**config.mk**
```make
export PLATFORM = sky130hd
export DESIGN_NAME = spi_slave_frame_engine
export DESIGN_NICKNAME = d
export VERILOG_FILES = /design/src/rtl/sfe_pkg.sv /design/src/rtl/sfe_rx.sv /design/src/rtl/sfe_tx.sv /design/src/rtl/spi_slave_frame_engine.sv
export SDC_FILE = /design/constraint.sdc
export NUM_CORES = 1
export LEC_CHECK = 0
export BUFFER_PORTS_ARGS = -buffer_cell sky130_fd_sc_hd__buf_2
export CAP_MARGIN = 15
export CORE_ASPECT_RATIO = 1.2
export CORE_MARGIN = 2
export CORE_UTILIZATION = 45
export DETAILED_ROUTE_END_ITERATION = 8
export SYNTH_ARGS = -nofsm -noshare
export SYNTH_HDL_FRONTEND = slang
export SYNTH_HIERARCHICAL = 1
export SYNTH_SLANG_ARGS = --single-unit
```
**constraint.sdc**
```tcl
create_clock -name clk -period 6.9 [get_ports clk]
set_input_delay 1.035 -clock clk [delete_from_list [all_inputs] [get_ports clk]]
set_output_delay 1.035 -clock clk [all_outputs]
set_load 0.03 [all_outputs]
```
**src/rtl/sfe_pkg.sv**
```systemverilog
// Shared types, codes and default sizes for the SPI slave frame engine.
package sfe_pkg;

  localparam int RX_CAPACITY_DEFAULT = 32;
  localparam int TX_CAPACITY_DEFAULT = 32;

  typedef enum logic [1:0] {
    CMD_EXCHANGE    = 2'd0,
    CMD_LOAD_HEADER = 2'd1,
    CMD_LOAD_DATA   = 2'd2
  } cmd_t;

  typedef enum logic [1:0] {
    FIELD_NONE    = 2'd0,
    FIELD_COMMAND = 2'd1,
    FIELD_LENGTH  = 2'd2,
    FIELD_PAYLOAD = 2'd3
  } rx_field_t;

  typedef struct packed {
    rx_field_t   field;
    logic [7:0]  value;
    logic [4:0]  data_index;
    logic        frame_end;
    logic [7:0]  frame_command;
    logic [5:0]  frame_length;
  } rx_result_t;

  typedef struct packed {
    logic [7:0] tx_byte;
    logic       load_rejected;
  } tx_result_t;

endpackage

```
**src/rtl/sfe_rx.sv**
```systemverilog
// Receive framer: command, length and payload tracking for each exchanged byte.
module sfe_rx #(
  parameter int RX_CAPACITY = sfe_pkg::RX_CAPACITY_DEFAULT
) (
  input  logic                clk,
  input  logic                rst,
  input  logic                exchange,
  input  logic [7:0]          rx_byte,
  output sfe_pkg::rx_result_t result
);

  localparam int PW = $clog2(RX_CAPACITY + 3);
  localparam int LW = $clog2(RX_CAPACITY + 1);

  logic [PW-1:0] position, position_next;
  logic [LW-1:0] length, length_next;
  logic [7:0]    command, command_next;

  logic              opening;
  logic [PW-1:0]     pos_open;
  logic [LW-1:0]     len_open;
  logic [LW-1:0]     len_clamp;
  logic [LW-1:0]     len_after;
  logic              done;
  logic [PW-1:0]     pos_after;
  logic [7:0]        index_wide;
  logic [7:0]        length_wide;
  sfe_pkg::rx_field_t field;

  always_comb begin
    // a nonzero byte while idle opens a frame as its command byte
    opening   = (position == '0) && (rx_byte != 8'd0);
    pos_open  = opening ? PW'(1) : position;
    len_open  = opening ? '0 : length;
    len_clamp = (rx_byte > 8'(RX_CAPACITY)) ? '0 : LW'(rx_byte);
    len_after = (pos_open == PW'(2)) ? len_clamp : len_open;
    done      = (pos_open != '0) && (pos_open >= PW'(len_after) + PW'(2));
    if (done) begin
      pos_after = '0;
    end else if (pos_open != '0) begin
      pos_after = pos_open + PW'(1);
    end else begin
      pos_after = '0;
    end
    index_wide = 8'(pos_open) - 8'd3;
    case (pos_open)
      PW'(0):  field = sfe_pkg::FIELD_NONE;
      PW'(1):  field = sfe_pkg::FIELD_COMMAND;
      PW'(2):  field = sfe_pkg::FIELD_LENGTH;
      default: field = sfe_pkg::FIELD_PAYLOAD;
    endcase
  end

  always_comb begin
    position_next = position;
    length_next   = length;
    command_next  = command;
    if (exchange) begin
      position_next = pos_after;
      length_next   = len_after;
      if (pos_open == PW'(1)) begin
        command_next = rx_byte;
      end
    end
  end

  always_ff @(posedge clk) begin
    if (rst) begin
      position <= '0;
      length   <= '0;
      command  <= '0;
    end else begin
      position <= position_next;
      length   <= length_next;
      command  <= command_next;
    end
  end

  always_comb begin
    length_wide          = 8'(length_next);
    result.field         = exchange ? field : sfe_pkg::FIELD_NONE;
    result.value         = (exchange && field != sfe_pkg::FIELD_NONE) ? rx_byte : 8'd0;
    result.data_index    = (exchange && field == sfe_pkg::FIELD_PAYLOAD) ? index_wide[4:0]
                                                                         : 5'd0;
    result.frame_end     = exchange && done;
    result.frame_command = command_next;
    result.frame_length  = length_wide[5:0];
  end

endmodule

```
**src/rtl/sfe_tx.sv**
```systemverilog
// Transmit side: header and data loading into a byte buffer, then byte sequencing.
module sfe_tx #(
  parameter int TX_CAPACITY = sfe_pkg::TX_CAPACITY_DEFAULT
) (
  input  logic                clk,
  input  logic                rst,
  input  logic                exchange,
  input  logic                load_header,
  input  logic                load_data,
  input  logic [7:0]          tx_address,
  input  logic [5:0]          tx_length,
  input  logic [7:0]          tx_data,
  output sfe_pkg::tx_result_t result
);

  localparam int LW = $clog2(TX_CAPACITY + 1);
  localparam int RW = $clog2(TX_CAPACITY + 3);
  localparam int AW = (TX_CAPACITY > 1) ? $clog2(TX_CAPACITY) : 1;

  logic [7:0]    mem [TX_CAPACITY];
  logic [7:0]    rd_data;

  logic [7:0]    hdr_addr, hdr_addr_next;
  logic [LW-1:0] hdr_len, hdr_len_next;
  logic [RW-1:0] remaining, remaining_next;
  logic [LW-1:0] wptr, wptr_next;
  logic          loading, loading_next;

  logic          busy;
  logic          write_en;
  logic          rejected;
  logic [7:0]    byte_out;
  logic [RW-1:0] len_ext;
  logic [RW-1:0] rd_idx_wide;
  logic          rd_ok;

  always_comb begin
    hdr_addr_next  = hdr_addr;
    hdr_len_next   = hdr_len;
    remaining_next = remaining;
    wptr_next      = wptr;
    loading_next   = loading;
    write_en       = 1'b0;
    rejected       = 1'b0;
    byte_out       = 8'd0;
    busy           = loading || (remaining != '0);
    len_ext        = RW'(hdr_len);

    if (load_header) begin
      if (busy || (8'(tx_length) > 8'(TX_CAPACITY))) begin
        rejected = 1'b1;
      end else begin
        hdr_addr_next = tx_address;
        hdr_len_next  = LW'(tx_length);
        wptr_next     = '0;
        if (tx_length == 6'd0) begin
          loading_next   = 1'b0;
          remaining_next = RW'(2);
        end else begin
          loading_next = 1'b1;
        end
      end
    end

    if (load_data) begin
      if (!loading || (wptr >= LW'(TX_CAPACITY))) begin
        rejected = 1'b1;
      end else begin
        write_en  = 1'b1;
        wptr_next = wptr + LW'(1);
        // last byte loaded: arm the frame
        if (wptr_next >= hdr_len) begin
          loading_next   = 1'b0;
          remaining_next = len_ext + RW'(2);
        end
      end
    end

    if (exchange && (remaining != '0)) begin
      if (remaining == len_ext + RW'(2)) begin
        byte_out = hdr_addr;
      end else if (remaining == len_ext + RW'(1)) begin
        byte_out = 8'(hdr_len);
      end else if ((remaining <= len_ext) && (hdr_addr != 8'd0)) begin
        byte_out = rd_data;
      end
      remaining_next = remaining - RW'(1);
    end

    // prefetch the buffer entry the next state points at
    rd_idx_wide = RW'(hdr_len_next) - remaining_next;
    rd_ok       = rd_idx_wide < RW'(TX_CAPACITY);
  end

  always_ff @(posedge clk) begin
    if (rst) begin
      hdr_addr  <= '0;
      hdr_len   <= '0;
      remaining <= '0;
      wptr      <= '0;
      loading   <= 1'b0;
    end else begin
      hdr_addr  <= hdr_addr_next;
      hdr_len   <= hdr_len_next;
      remaining <= remaining_next;
      wptr      <= wptr_next;
      loading   <= loading_next;
    end
  end

  always_ff @(posedge clk) begin
    if (write_en) begin
      mem[wptr[AW-1:0]] <= tx_data;
    end
    if (rd_ok) begin
      rd_data <= mem[rd_idx_wide[AW-1:0]];
    end
  end

  assign result.tx_byte       = byte_out;
  assign result.load_rejected = rejected;

endmodule

```
**src/rtl/spi_slave_frame_engine.sv**
```systemverilog
// Top level of the SPI slave frame engine: request decode, both sides, result register.
//
//   channel | direction | handshake           | payload
//   --------+-----------+---------------------+------------------------------------------
//   in      | to block  | in_valid / in_stall | command, rx_byte, tx_address, tx_length,
//           |           |                     | tx_data
//   out     | from block| out_valid/out_stall | tx_byte, rx_field, rx_value, data_index,
//           |           |                     | frame_end, frame_command, frame_length,
//           |           |                     | load_rejected
//
// One request per cycle unless a held result stalls it; the result appears in the cycle
// after acceptance, from the single result register behind the receive framer and
// transmit sequencer. The transmit buffer is a memory with a registered read that
// prefetches the entry the sequencer will need next, so payload bytes need no read wait.
// Reset (rst, synchronous) idles both sides and empties the result register; the
// buffer contents are not cleared and are only used for output after being loaded.
// in_stall is high only while a result is held and out_stall is high; a result held
// under stall stays unchanged, and a new request is taken in the cycle it drains.
module spi_slave_frame_engine #(
  parameter int RX_CAPACITY = sfe_pkg::RX_CAPACITY_DEFAULT,
  parameter int TX_CAPACITY = sfe_pkg::TX_CAPACITY_DEFAULT
) (
  input  logic       clk,
  input  logic       rst,

  input  logic       in_valid,
  output logic       in_stall,
  input  logic [1:0] command,
  input  logic [7:0] rx_byte,
  input  logic [7:0] tx_address,
  input  logic [5:0] tx_length,
  input  logic [7:0] tx_data,

  output logic       out_valid,
  input  logic       out_stall,
  output logic [7:0] tx_byte,
  output logic [1:0] rx_field,
  output logic [7:0] rx_value,
  output logic [4:0] data_index,
  output logic       frame_end,
  output logic [7:0] frame_command,
  output logic [5:0] frame_length,
  output logic       load_rejected
);

  logic                accept;
  logic                do_exchange;
  logic                do_header;
  logic                do_data;
  logic                out_valid_next;
  sfe_pkg::rx_result_t rx_res;
  sfe_pkg::tx_result_t tx_res;

  // take a request whenever the result register is empty or draining this cycle
  assign in_stall = out_valid && out_stall;
  assign accept   = in_valid && !in_stall;

  // decode the request; the unused code touches neither side
  always_comb begin
    do_exchange = 1'b0;
    do_header   = 1'b0;
    do_data     = 1'b0;
    unique case (sfe_pkg::cmd_t'(command))
      sfe_pkg::CMD_EXCHANGE:    do_exchange = accept;
      sfe_pkg::CMD_LOAD_HEADER: do_header   = accept;
      sfe_pkg::CMD_LOAD_DATA:   do_data     = accept;
      default: begin
      end
    endcase
  end

  sfe_rx #(
    .RX_CAPACITY(RX_CAPACITY)
  ) u_rx (
    .clk      (clk),
    .rst      (rst),
    .exchange (do_exchange),
    .rx_byte  (rx_byte),
    .result   (rx_res)
  );

  sfe_tx #(
    .TX_CAPACITY(TX_CAPACITY)
  ) u_tx (
    .clk         (clk),
    .rst         (rst),
    .exchange    (do_exchange),
    .load_header (do_header),
    .load_data   (do_data),
    .tx_address  (tx_address),
    .tx_length   (tx_length),
    .tx_data     (tx_data),
    .result      (tx_res)
  );

  // result register: fill on accept, hold under stall, drop once taken
  always_comb begin
    if (accept) begin
      out_valid_next = 1'b1;
    end else if (out_valid && out_stall) begin
      out_valid_next = 1'b1;
    end else begin
      out_valid_next = 1'b0;
    end
  end

  always_ff @(posedge clk) begin
    if (rst) begin
      out_valid <= 1'b0;
    end else begin
      out_valid <= out_valid_next;
    end
  end

  always_ff @(posedge clk) begin
    if (accept) begin
      tx_byte       <= tx_res.tx_byte;
      rx_field      <= rx_res.field;
      rx_value      <= rx_res.value;
      data_index    <= rx_res.data_index;
      frame_end     <= rx_res.frame_end;
      frame_command <= rx_res.frame_command;
      frame_length  <= rx_res.frame_length;
      load_rejected <= tx_res.load_rejected;
    end
  end

  // a completed frame always comes from a received byte
  a_end_has_field: assert property (@(posedge clk) disable iff (rst)
    out_valid && frame_end |-> rx_field != sfe_pkg::FIELD_NONE)
    else $error("frame_end without a received field");

  // payload position is only reported for payload bytes
  a_index_payload_only: assert property (@(posedge clk) disable iff (rst)
    out_valid && data_index != 5'd0 |-> rx_field == sfe_pkg::FIELD_PAYLOAD)
    else $error("data_index set outside payload");

  // a load, or the unused code, never produces transmit or receive traffic
  a_load_is_quiet: assert property (@(posedge clk) disable iff (rst)
    accept && command != sfe_pkg::CMD_EXCHANGE |=>
      tx_byte == 8'd0 && rx_field == sfe_pkg::FIELD_NONE && !frame_end)
    else $error("load request produced exchange data");

  // an exchange is never reported as a refused load
  a_exchange_not_rejected: assert property (@(posedge clk) disable iff (rst)
    accept && command == sfe_pkg::CMD_EXCHANGE |=> !load_rejected)
    else $error("exchange flagged as rejected load");

endmodule
```
==> results.toml, run 1 <==
[yosys]
synth_edf_count = 303
synth_compound_gate_area_share_pct = 5.210
synth_cells = 937
synth_top_family_by_area = "multiplexers"
yosys_warnings = 6
synthArstFlopShare_pct = 0
synth_fa_ha_area_share_pct = 2.765
synth_top_cells_by_area = "edfxtp_1 60%, mux4_2 12%, dfxtp_1 6.3%, ha_1 2.6%, nor2_1 2.2%"
synthDistinctLibCells = 75
syn_nets = 1006
yosys_most_used_dff = "edfxtp_1"
ys_seq_area_share_pct = 66.17
synthMuxAreaShare_pct = 14.07
synthXorXnorAreaFrac_pct = 1.391
netlist_area_sq_um = 15200
yosysTopAreaCell = "edfxtp_1"
ys_ff_latch = 351
synthSimpleGateAreaFrac_pct = 8.016
syn_area_per_cell_sq_um = 16.22
synth.top_cell.area_share_pct = 59.85

[clocking]
tritoncts = "done"
cts-resized-gates = 0
numCtsBuffers = 37
cts_num_sinks = 351
cts_setup_buffers = 0
cts_buffer_depth = 3
cts_hold_buf = 0
path_clk_slew_ns = 0.06
clkLatencyLatePin_ns = 0.53
cts_root_buf = "clkbuf_16"
cts.htree.levels = 2

[sta]
post-route-period-util_pct = 78.97
max_freq_mhz = 183.5
slew_violations = 0
skew_ns = 0.02438
worst_pin_slew_ns = 1.138
rsz0062_at_grt = "false"
maxSlewHeadroom_pct = 23.82
tns_ns = 0
fin_crit_ns = 5.449
hold_violations = 0
setup_viol_count_final = 0

[die]
start_util_pct = 45.72
std_cell_rows = 73
die_h_um = 205.3
io_pins = 77
core-area_sq_um = 33250
die_area_sq_um = 35270
dieWidth_um = 171.8

[pwr]
p_leak_uw = 0.005994
p_int_uw = 3709
switchingPower_uw = 1048
swShare_pct = 22.03
total_power_uw = 4756
peakVddDrop_mv = 0.1997
comb_power_share_pct = 7.5
p_clk_share_pct = 42.4
pwr-share-seq_pct = 50.1
power.density_nw_per_um2 = 276.5

[outcome]
status = "finished clean"

[drt]
drc = 0
dr.pass1.iters = 5
avgRoutedWirePerCell_um = 22.63
drt_iter0_drc = 737
ant_nets = 0
routed_wl_mm = 33.63
num_vias = 8300
avgViaCountPerCell = 5.585

[cells_and_area]
drive_gt1_share_pct = 25.99
final_cell_mix = "303 x edfxtp_1, 91 x nor2_1, 80 x mux4_2"
finalCoreUtilization_pct = 51.73
multi_input_area_sq_um = 4808
area_growth_pct = 13.14
nFillCells = 2782
fin_nets = 1075
mostFrequentLayoutCell = "edfxtp_1"
seqCellArea_sq_um = 10060

[worst_setup_path]
worstSetupPathType = "reg -> reg"
arrival_ns = 5.73
cp_max_fo = 17
cp.required_ns = 7.19
cp-start-kind = "register"
cp-end-kind = "register"

[placement]
hpwlAfterDp_mm = 22.00
routabilityCongestion = 0.8761
port_buffers = 76

[grt]
grt-ovfl-total = 0
first_global_vias = 8267
grt_usage_pct = 19.65
grt_start_max_net_pins = 50
antenna_found_initial = 3
grt_pass1_wl_mm = 50.71

[min_path]
hold_class = "reg -> reg"

[flow_run]
maxCapViolations = 0
cells in the mapped netlist, types with 5 or more instances:
master and number:
edfxtp_1 303, mux4_2 80, mux2_2 21, and3_1 6, a31oi_1 7, nor2_1 91
nand4_1 9, clkbuf_1 30, nor2b_1 12, ha_1 32, and2_1 8, buf_6 5
a211o_1 5, a221oi_1 7, nand3_1 21, a21o_1 5, nand2b_1 6, and2b_1 9
inv_1 17, a21oi_1 32, dfxtp_1 48, nor3_1 14, nand3b_1 5, nand2_1 39
mux2i_1 10, xnor2_1 17, o21ai_0 14, buf_2 10
power groups by stage:
stage	logic, uW	registers [uW]	clock network [uW]
after floorplan	223	2430	0
after global placement	361	2420	0
after detailed placement	363	2420	0
after CTS	364	2380	2060
after global routing	385	2380	2140
final	357	2380	2020
kinds of logic after synthesis:
family	Yosys count
AOI/OAI and AO/OA	108
xor gates and xnor gates	22
adders and majority gates	33
buffers and inverters	71
DFF	351
muxes	111
and+or+nand+nor	241
per-stage QoR:
step | instances | setup slack [ns] | cell area [sq um] | hold slack, ns
floorplan | 937 | 2.017 | 15200 | 0.4812
finish | 1486 | 1.451 | 17200 | 0.5440
global placement | 1417 | 1.414 | 15960 | 0.5149
detailed placement | 1417 | 1.356 | 15960 | 0.5274
CTS | 1485 | 1.436 | 17200 | 0.5425
global route | 1485 | 1.126 | 17200 | 0.5677
final timing paths:
check	slack, ns	depth (start not counted)	startpoint	end
setup reg to reg	1.45	16	u_tx/wptr[2]$_SDFF_PP0_	u_tx/rd_data[1]$_DFFE_PN_
hold reg to reg	0.54	2	u_tx/hdr_addr[3]$_SDFFE_PP0P_	u_tx/hdr_addr[3]$_SDFFE_PP0P_
hold / removal	0.54	2	u_tx/hdr_addr[3]$_SDFFE_PP0P_	u_tx/hdr_addr[3]$_SDFFE_PP0P_
setup / recovery	1.45	16	u_tx/wptr[2]$_SDFF_PP0_	u_tx/rd_data[1]$_DFFE_PN_
sequential cells by signal, indices dropped and copies added (netlist names), 2 cells and up:
register        flops
u_tx/hdr_addr       8
u_tx/remaining      6
u_tx/wptr           6
u_rx/position       6
u_rx/length         6
u_tx/rd_data        8
frame_length        6
rx_field            2
tx_byte             8
u_tx/mem          256
rx_value            8
frame_command       8
u_rx/command        8
u_tx/hdr_len        6
data_index          5
worst max-delay path, stage by stage (launching register included):
cell	delay, ns
dfxtp_1	0.62
nand3_1	0.24
nor2_1	0.18
xor2_1	0.24
ha_1	0.30
a21oi_1	0.15
o21ai_0	0.10
o21ba_2	0.29
nor2_1	0.06
a221oi_1	0.36
a21oi_1	0.12
ha_4	0.20
fa_2	0.78
buf_4	0.34
mux4_2	0.44
mux4_2	0.49
mux2_2	0.27
metal layers:
metal	up-vias	part of all wire (%)	global-route usage, %
li1	3787	-	-
met1	4186	42	25.85
met2	257	49	32.75
met3	66	5.6	3.501
met4	4	3.1	7.353
met5	-	0.054	0
final cells by class:
type                            instances  share of cell area [%]
Inverter                               17                  0.3710
Multi-Input combinational cell        515                   27.96
Timing Repair Buffer                   84                   2.706
Antenna cell                            1                 0.01455
Sequential cell                       351                   58.49
Clock inverter                         18                   1.222
Clock buffer                           50                   5.972
Tap cell                              450                   3.273
No activity file was read; power rests on OpenSTA's default activity.
==> run 2: changes to the inputs <==
--- a/config.mk
+++ b/config.mk
@@ -5,6 +5,7 @@
 export SDC_FILE = /design/constraint.sdc
 export NUM_CORES = 1
 export LEC_CHECK = 0
+export ABC_AREA = 1
 export BUFFER_PORTS_ARGS = -buffer_cell sky130_fd_sc_hd__buf_2
 export CAP_MARGIN = 15
 export CORE_ASPECT_RATIO = 1.2
==> constraint.sdc (replaced) <==
create_clock -name clk -period 4.64 [get_ports clk]
set_input_delay 0.696 -clock clk [delete_from_list [all_inputs] [get_ports clk]]
set_output_delay 0.696 -clock clk [all_outputs]
set_load 0.03 [all_outputs]
==> run 2 against run 1 <==
Compared with the run above:
- utilization down 0.28 points
- critical path depth increased by 8
- sequential share of layout area shrank 2.1 points
- flip-flop and latch count stayed put
- count of clock-buffer cells in the layout decreased by 4
- sequential power grew 50%
- area after synthesis is 3.4% higher
- die area grew 3.3%
- largest power group unchanged
==> results.toml, run 2 <==
[worst_setup_path]
crit_chain = "nand3_1 > nor2_1 > xor2_1 > ha_1 > nand2_1 > inv_1 > a21oi_1 > nand2_1 > nand2_2 > o21ai_0 > inv_1 > nand2_1 > o21ai_0 > inv_1 > ha_4 > fa_4 > buf_4 > clkbuf_16 > o21ai_0 > o22ai_1 > nand2_1 > nand3_1 > nand3_1 > nand2_1"
path_buf_inv = 5
cp-end-kind = "register"
worstSetupPathType = "reg -> reg"
worst_path_most_repeated_cell = "nand2_1"
cp_slowest_stage_delay_ns = 0.88
cp.required_ns = 5.04
cpMaxStageDelayCell = "fa_4"
cp-start-kind = "register"
arrival_ns = 4.72
cp_max_fo = 24
crit_family = "adder cells"

[cells_and_area]
mostFrequentLayoutCell = "edfxtp_1"
largest_reg_flops = 256
diodes = 0
final_cells = 2017
final_cell_mix = "303 x edfxtp_1, 242 x nand2_1, 217 x nor2_1"
fin_nets = 1599
drive_gt1_share_pct = 14.08
area_growth_pct = 13.64
nFillCells = 3121

[pwr]
p_leak_uw = 0.007056
power.density_nw_per_um2 = 404.4
switchingPower_uw = 1816
p_clk_share_pct = 38.5
comb_power_share_pct = 12.1
peakVddDrop_mv = 0.2661
swShare_pct = 25.14
pwr-share-seq_pct = 49.4
p_int_uw = 5409

[yosys]
synth_edf_count = 303
synth_top_cells_by_area = "edfxtp_1 58%, dfxtp_1 6.1%, nand2_1 5.8%, nor2_1 5.2%, o21ai_0 4.1%"
yosys_most_used_dff = "edfxtp_1"
yosys_warnings = 6
syn_nets = 1521
yosysTopAreaCell = "edfxtp_1"
ys_seq_area_share_pct = 63.99
ys_top_cells_by_count = "303 x edfxtp_1, 243 x nand2_1, 217 x nor2_1, 128 x o21ai_0, 95 x inv_1"
synthDistinctLibCells = 41
yosysMostFrequentCell = "edfxtp_1"
syn_area_per_cell_sq_um = 10.83
ys_ff_latch = 351
synth.top_cell.area_share_pct = 57.88
netlist_area_sq_um = 15720
synth_cells = 1452
synthArstFlopShare_pct = 0

[drt]
routed_wl_mm = 37.87
num_vias = 10810
ant_nets = 0
avgViaCountPerCell = 5.357
drt_iter0_drc = 887
drc = 0
dr.pass1.iters = 5
avgRoutedWirePerCell_um = 18.78

[sta]
fin_crit_ns = 4.324
skew_ns = 0.01726
setup_viol_count_final = 0
hold_violations = 0
maxSlewHeadroom_pct = 34.83
post-route-period-util_pct = 93.19
slew_violations = 0
tns_ns = 0
worst_pin_slew_ns = 0.9739
max_freq_mhz = 231.3
rsz0062_at_grt = "false"

[grt]
antenna_found_initial = 0
grt_pass1_wl_mm = 58.23
grt-ovfl-total = 0
grt_usage_pct = 20.55
first_global_vias = 10520
grt_start_max_net_pins = 53

[clocking]
cts_hold_buf = 0
cts_root_buf = "clkbuf_16"
path_clk_slew_ns = 0.06
cts.htree.levels = 2
cts_num_sinks = 351
clkLatencyLatePin_ns = 0.53
cts_buffer_depth = 3
tritoncts = "done"
numCtsBuffers = 37

[die]
dieWidth_um = 174.6
io_pins = 77
core-area_sq_um = 34720
die_h_um = 208.8
start_util_pct = 45.28
std_cell_rows = 75
die_area_sq_um = 36450

[placement]
port_buffers = 76
dpl.cell_count = 1950
hpwlAfterDp_mm = 24.46
routabilityCongestion = 0.8961

[flow_run]
maxCapViolations = 0

[min_path]
hold_class = "in -> reg"

[outcome]
status = "finished clean"
[run 2: what timing repair did]
action	CTS	global route
buffers inserted	0	1
hold endpoints to repair	0	0
resized for setup	0	7
endpoints found under the setup margin	0	8
[run 2: layout make-up]
type	count	area [sq um]	area share, %
clock inverter	18	143.9	0.8054
multi-input combinational	935	5002	28.00
inverter	101	381.6	2.136
timing repair buffer	104	713.2	3.992
clock buffer	46	979.7	5.484
tap	462	578.1	3.236
sequential	351	10070	56.35
[run 2: worst reg2reg max path: stages, from the launching register on]
cell and delay [ns]:
dfxtp_4 0.40, nand3_1 0.13, nor2_1 0.18, xor2_1 0.19
ha_1 0.27, nand2_1 0.09, inv_1 0.04, a21oi_1 0.13
nand2_1 0.10, nand2_2 0.13, o21ai_0 0.10, inv_1 0.07
nand2_1 0.04, o21ai_0 0.09, inv_1 0.11, ha_4 0.19
fa_4 0.88, buf_4 0.19, clkbuf_16 0.21, o21ai_0 0.11
o22ai_1 0.19, nand2_1 0.07, nand3_1 0.08, nand3_1 0.13
nand2_1 0.09
[run 2: metrics by stage]
stage	hold slack, ns	setup slack, ns	area (sq um)	utilization, %	power, uW
finish	0.4221	0.3160	17870	51.46	7226
global route	0.4040	0.003483	17870	51.46	7502
CTS	0.4026	0.1519	17790	51.25	7258
detailed placement	0.4703	0.1893	16670	48.01	4481
global placement	0.4654	0.2404	16670	48.01	4473
floorplan	0.4539	0.7387	15720	-	4162
[run 2: path summary, 6_finish.rpt]
kind	endpoint	depth (start not counted)	slack [ns]	start
hold / removal	u_tx/hdr_addr[4]$_SDFFE_PP0P_	3	0.42	tx_address[4]
setup / recovery	u_tx/rd_data[6]$_DFFE_PN_	24	0.32	u_tx/wptr[2]$_SDFF_PP0_
setup reg to reg	u_tx/rd_data[6]$_DFFE_PN_	24	0.32	u_tx/wptr[2]$_SDFF_PP0_
hold reg to reg	u_tx/hdr_addr[3]$_SDFFE_PP0P_	2	0.48	u_tx/hdr_addr[3]$_SDFFE_PP0P_
[run 2: cell families after synthesis]
kind of cell | share of synthesized area, %
buffers and inverters | 4.417
adder cells (fa/ha/maj) | 2.674
AND/OR/NAND/NOR | 16.01
XOR/XNOR | 1.226
AO/OA/AOI/OAI | 8.627
flip-flops | 63.99
multiplexers | 3.056
[run 2: per-layer routing]
metal	GRT usage, %	up-vias	part of all wire, %
li1	-	5201	-
met1	26.39	5216	42
met2	35.56	325	50
met3	3.130	63	5.4
met4	7.098	0	2.7
met5	0	-	0
[run 2: power by group through the flow]
stage | Sequential (uW) | Clock, uW | Combinational [uW]
finish | 3570 | 2780 | 875
global route | 3570 | 2970 | 962
CTS | 3570 | 2840 | 852
detailed placement | 3630 | 0 | 848
global placement | 3630 | 0 | 840
floorplan | 3640 | 0 | 526
==> run 3: changes to the inputs <==
--- a/config.mk
+++ b/config.mk
@@ -6,12 +6,12 @@
 export NUM_CORES = 1
 export LEC_CHECK = 0
 export ABC_AREA = 1
-export BUFFER_PORTS_ARGS = -buffer_cell sky130_fd_sc_hd__buf_2
 export CAP_MARGIN = 15
 export CORE_ASPECT_RATIO = 1.2
 export CORE_MARGIN = 2
 export CORE_UTILIZATION = 45
 export DETAILED_ROUTE_END_ITERATION = 8
+export DONT_BUFFER_PORTS = 1
 export SYNTH_ARGS = -nofsm -noshare
 export SYNTH_HDL_FRONTEND = slang
 export SYNTH_HIERARCHICAL = 1
==> run 3 against run 2 <==
Compared with the run above:
- non-clock buffer count down 75
- worst setup slack worse by 0.020 ns
- clock skew down 0.0039 ns
- clock power down 1%
- cell count down 3.8%
- flip-flop and latch count unchanged
==> results.toml, run 3 (synthesis gave the netlist of run 2 again) <==
[pwr]
peakVddDrop_mv = 0.2830
power.density_nw_per_um2 = 405.9
p_leak_uw = 0.006738

[die]
std_cell_rows = 75
dieWidth_um = 174.6
start_util_pct = 45.28
die_h_um = 208.8
core-area_sq_um = 34720
die_area_sq_um = 36450
io_pins = 77

[placement]
dpl.cell_count = 1874
routabilityCongestion = 0.8778
hpwlAfterDp_mm = 23.95
pre_cts_slack_ns = 0.1428
port_buffers = 0

[worst_setup_path]
cp.required_ns = 4.92
cp-start-kind = "register"
cp-end-kind = "register"
worstSetupPathType = "reg -> reg"
cp_max_fo = 33
rr_worst_depth = 23
arrival_ns = 4.63

[clocking]
cts_num_sinks = 351
path_clk_slew_ns = 0.06
numCtsBuffers = 37
clkLatencyLatePin_ns = 0.53
cts_buffer_depth = 3
cts_hold_buf = 0
tritoncts = "done"
cts_root_buf = "clkbuf_16"
cts.htree.levels = 2

[drt]
avgRoutedWirePerCell_um = 19.36
dr.pass1.iters = 6
drc = 0
avgViaCountPerCell = 5.435
drt_iter0_drc = 957
num_vias = 10550
ant_nets = 0
routed_wl_mm = 37.58

[sta]
setup_viol_count_final = 0
setup_ws_ns = 0.2956
fin_crit_ns = 4.344
worst_pin_slew_ns = 0.8524
hold_violations = 0
skew_ns = 0.01334
rsz0062_at_grt = "false"
max_freq_mhz = 230.2
post-route-period-util_pct = 93.63
slew_violations = 0
tns_ns = 0
maxSlewHeadroom_pct = 42.96

[grt]
grt_usage_pct = 20.24
grt_start_max_net_pins = 67
antenna_found_initial = 0
grt-ovfl-total = 0
first_global_vias = 10240
grt_pass1_wl_mm = 57.08

[cells_and_area]
area_growth_pct = 11.04
final_cells = 1941
fin_nets = 1524
diodes = 0
seqCellArea_sq_um = 10060
nFillCells = 3112
mostFrequentLayoutCell = "edfxtp_1"
final_cell_mix = "303 x edfxtp_1, 241 x nand2_1, 217 x nor2_1"
largest_reg_flops = 256
drive_gt1_share_pct = 9.872
multi_input_area_sq_um = 5011
finalCoreUtilization_pct = 50.28

[outcome]
status = "finished clean"

[min_path]
hold_class = "in -> reg"
hold_depth = 1

[flow_run]
maxCapViolations = 0
## run 3: where the power goes
group | internal [uW] | leakage (uW) | switching [uW] | total [uW]
Clock | 1560 | 0.000548 | 1180 | 2740
Sequential | 3510 | 0.00316 | 95.0 | 3610
Combinational | 258 | 0.00303 | 480 | 738
## run 3: area by class of cell
type	count	area share (%)
clock buffer	47	5.877
inverter	101	2.186
multi-input combinational	935	28.71
sequential	351	57.65
tap	462	3.311
clock inverter	16	0.4946
timing repair buffer	29	1.778
## run 3: stage by stage
stage | area (sq um) | power [uW] | hold WS [ns]
3_5_place_dp | 16250 | 4384 | 0.4647
6_report | 17460 | 7085 | 0.2561
3_3_place_gp | 16250 | 4376 | 0.4601
5_1_grt | 17460 | 7354 | 0.2339
2_1_floorplan | 15720 | 4162 | 0.4539
4_1_cts | 17360 | 7126 | 0.2188
## run 3: path summary, 6_finish.rpt
kind                            startpoint                       endpoint  slack, ns
max                u_tx/wptr[0]$_SDFF_PP0_      u_tx/rd_data[1]$_DFFE_PN_       0.30
min                                    rst   u_tx/remaining[2]$_SDFF_PP0_       0.26
max reg2reg        u_tx/wptr[0]$_SDFF_PP0_      u_tx/rd_data[1]$_DFFE_PN_       0.30
min reg2reg  u_tx/hdr_addr[3]$_SDFFE_PP0P_  u_tx/hdr_addr[3]$_SDFFE_PP0P_       0.48
## run 3: critical path, cell delays in order, from the launching register on
cell and delay (ns):
dfxtp_2 0.40, ha_1 0.21, a31oi_1 0.09, a31oi_1 0.21, ha_1 0.27, nand2_1 0.08
inv_1 0.04, a21oi_1 0.14, nand2_1 0.13, nand2_4 0.11, o21ai_0 0.08, inv_1 0.06
nand2_1 0.04, o21ai_0 0.11, inv_1 0.11, ha_4 0.19, fa_4 0.88, buf_4 0.16
clkbuf_16 0.22, o22ai_2 0.12, nand2_1 0.10, nand3_1 0.10, nand3_1 0.16, nand2_1 0.07
## run 3: metal layers
layer  part of all wire, %  global-route usage, %  up-vias
li1                      -                      -     5036
met1                    42                  25.85     5095
met2                    49                  34.58      344
met3                   6.2                  3.712       75
met4                   2.9                  7.270        0
met5                     0                      0        -
## run 3: repair_timing
action,CTS,global route
resized for setup,0,10
endpoints found under the setup margin,0,8
buffers inserted,0,2
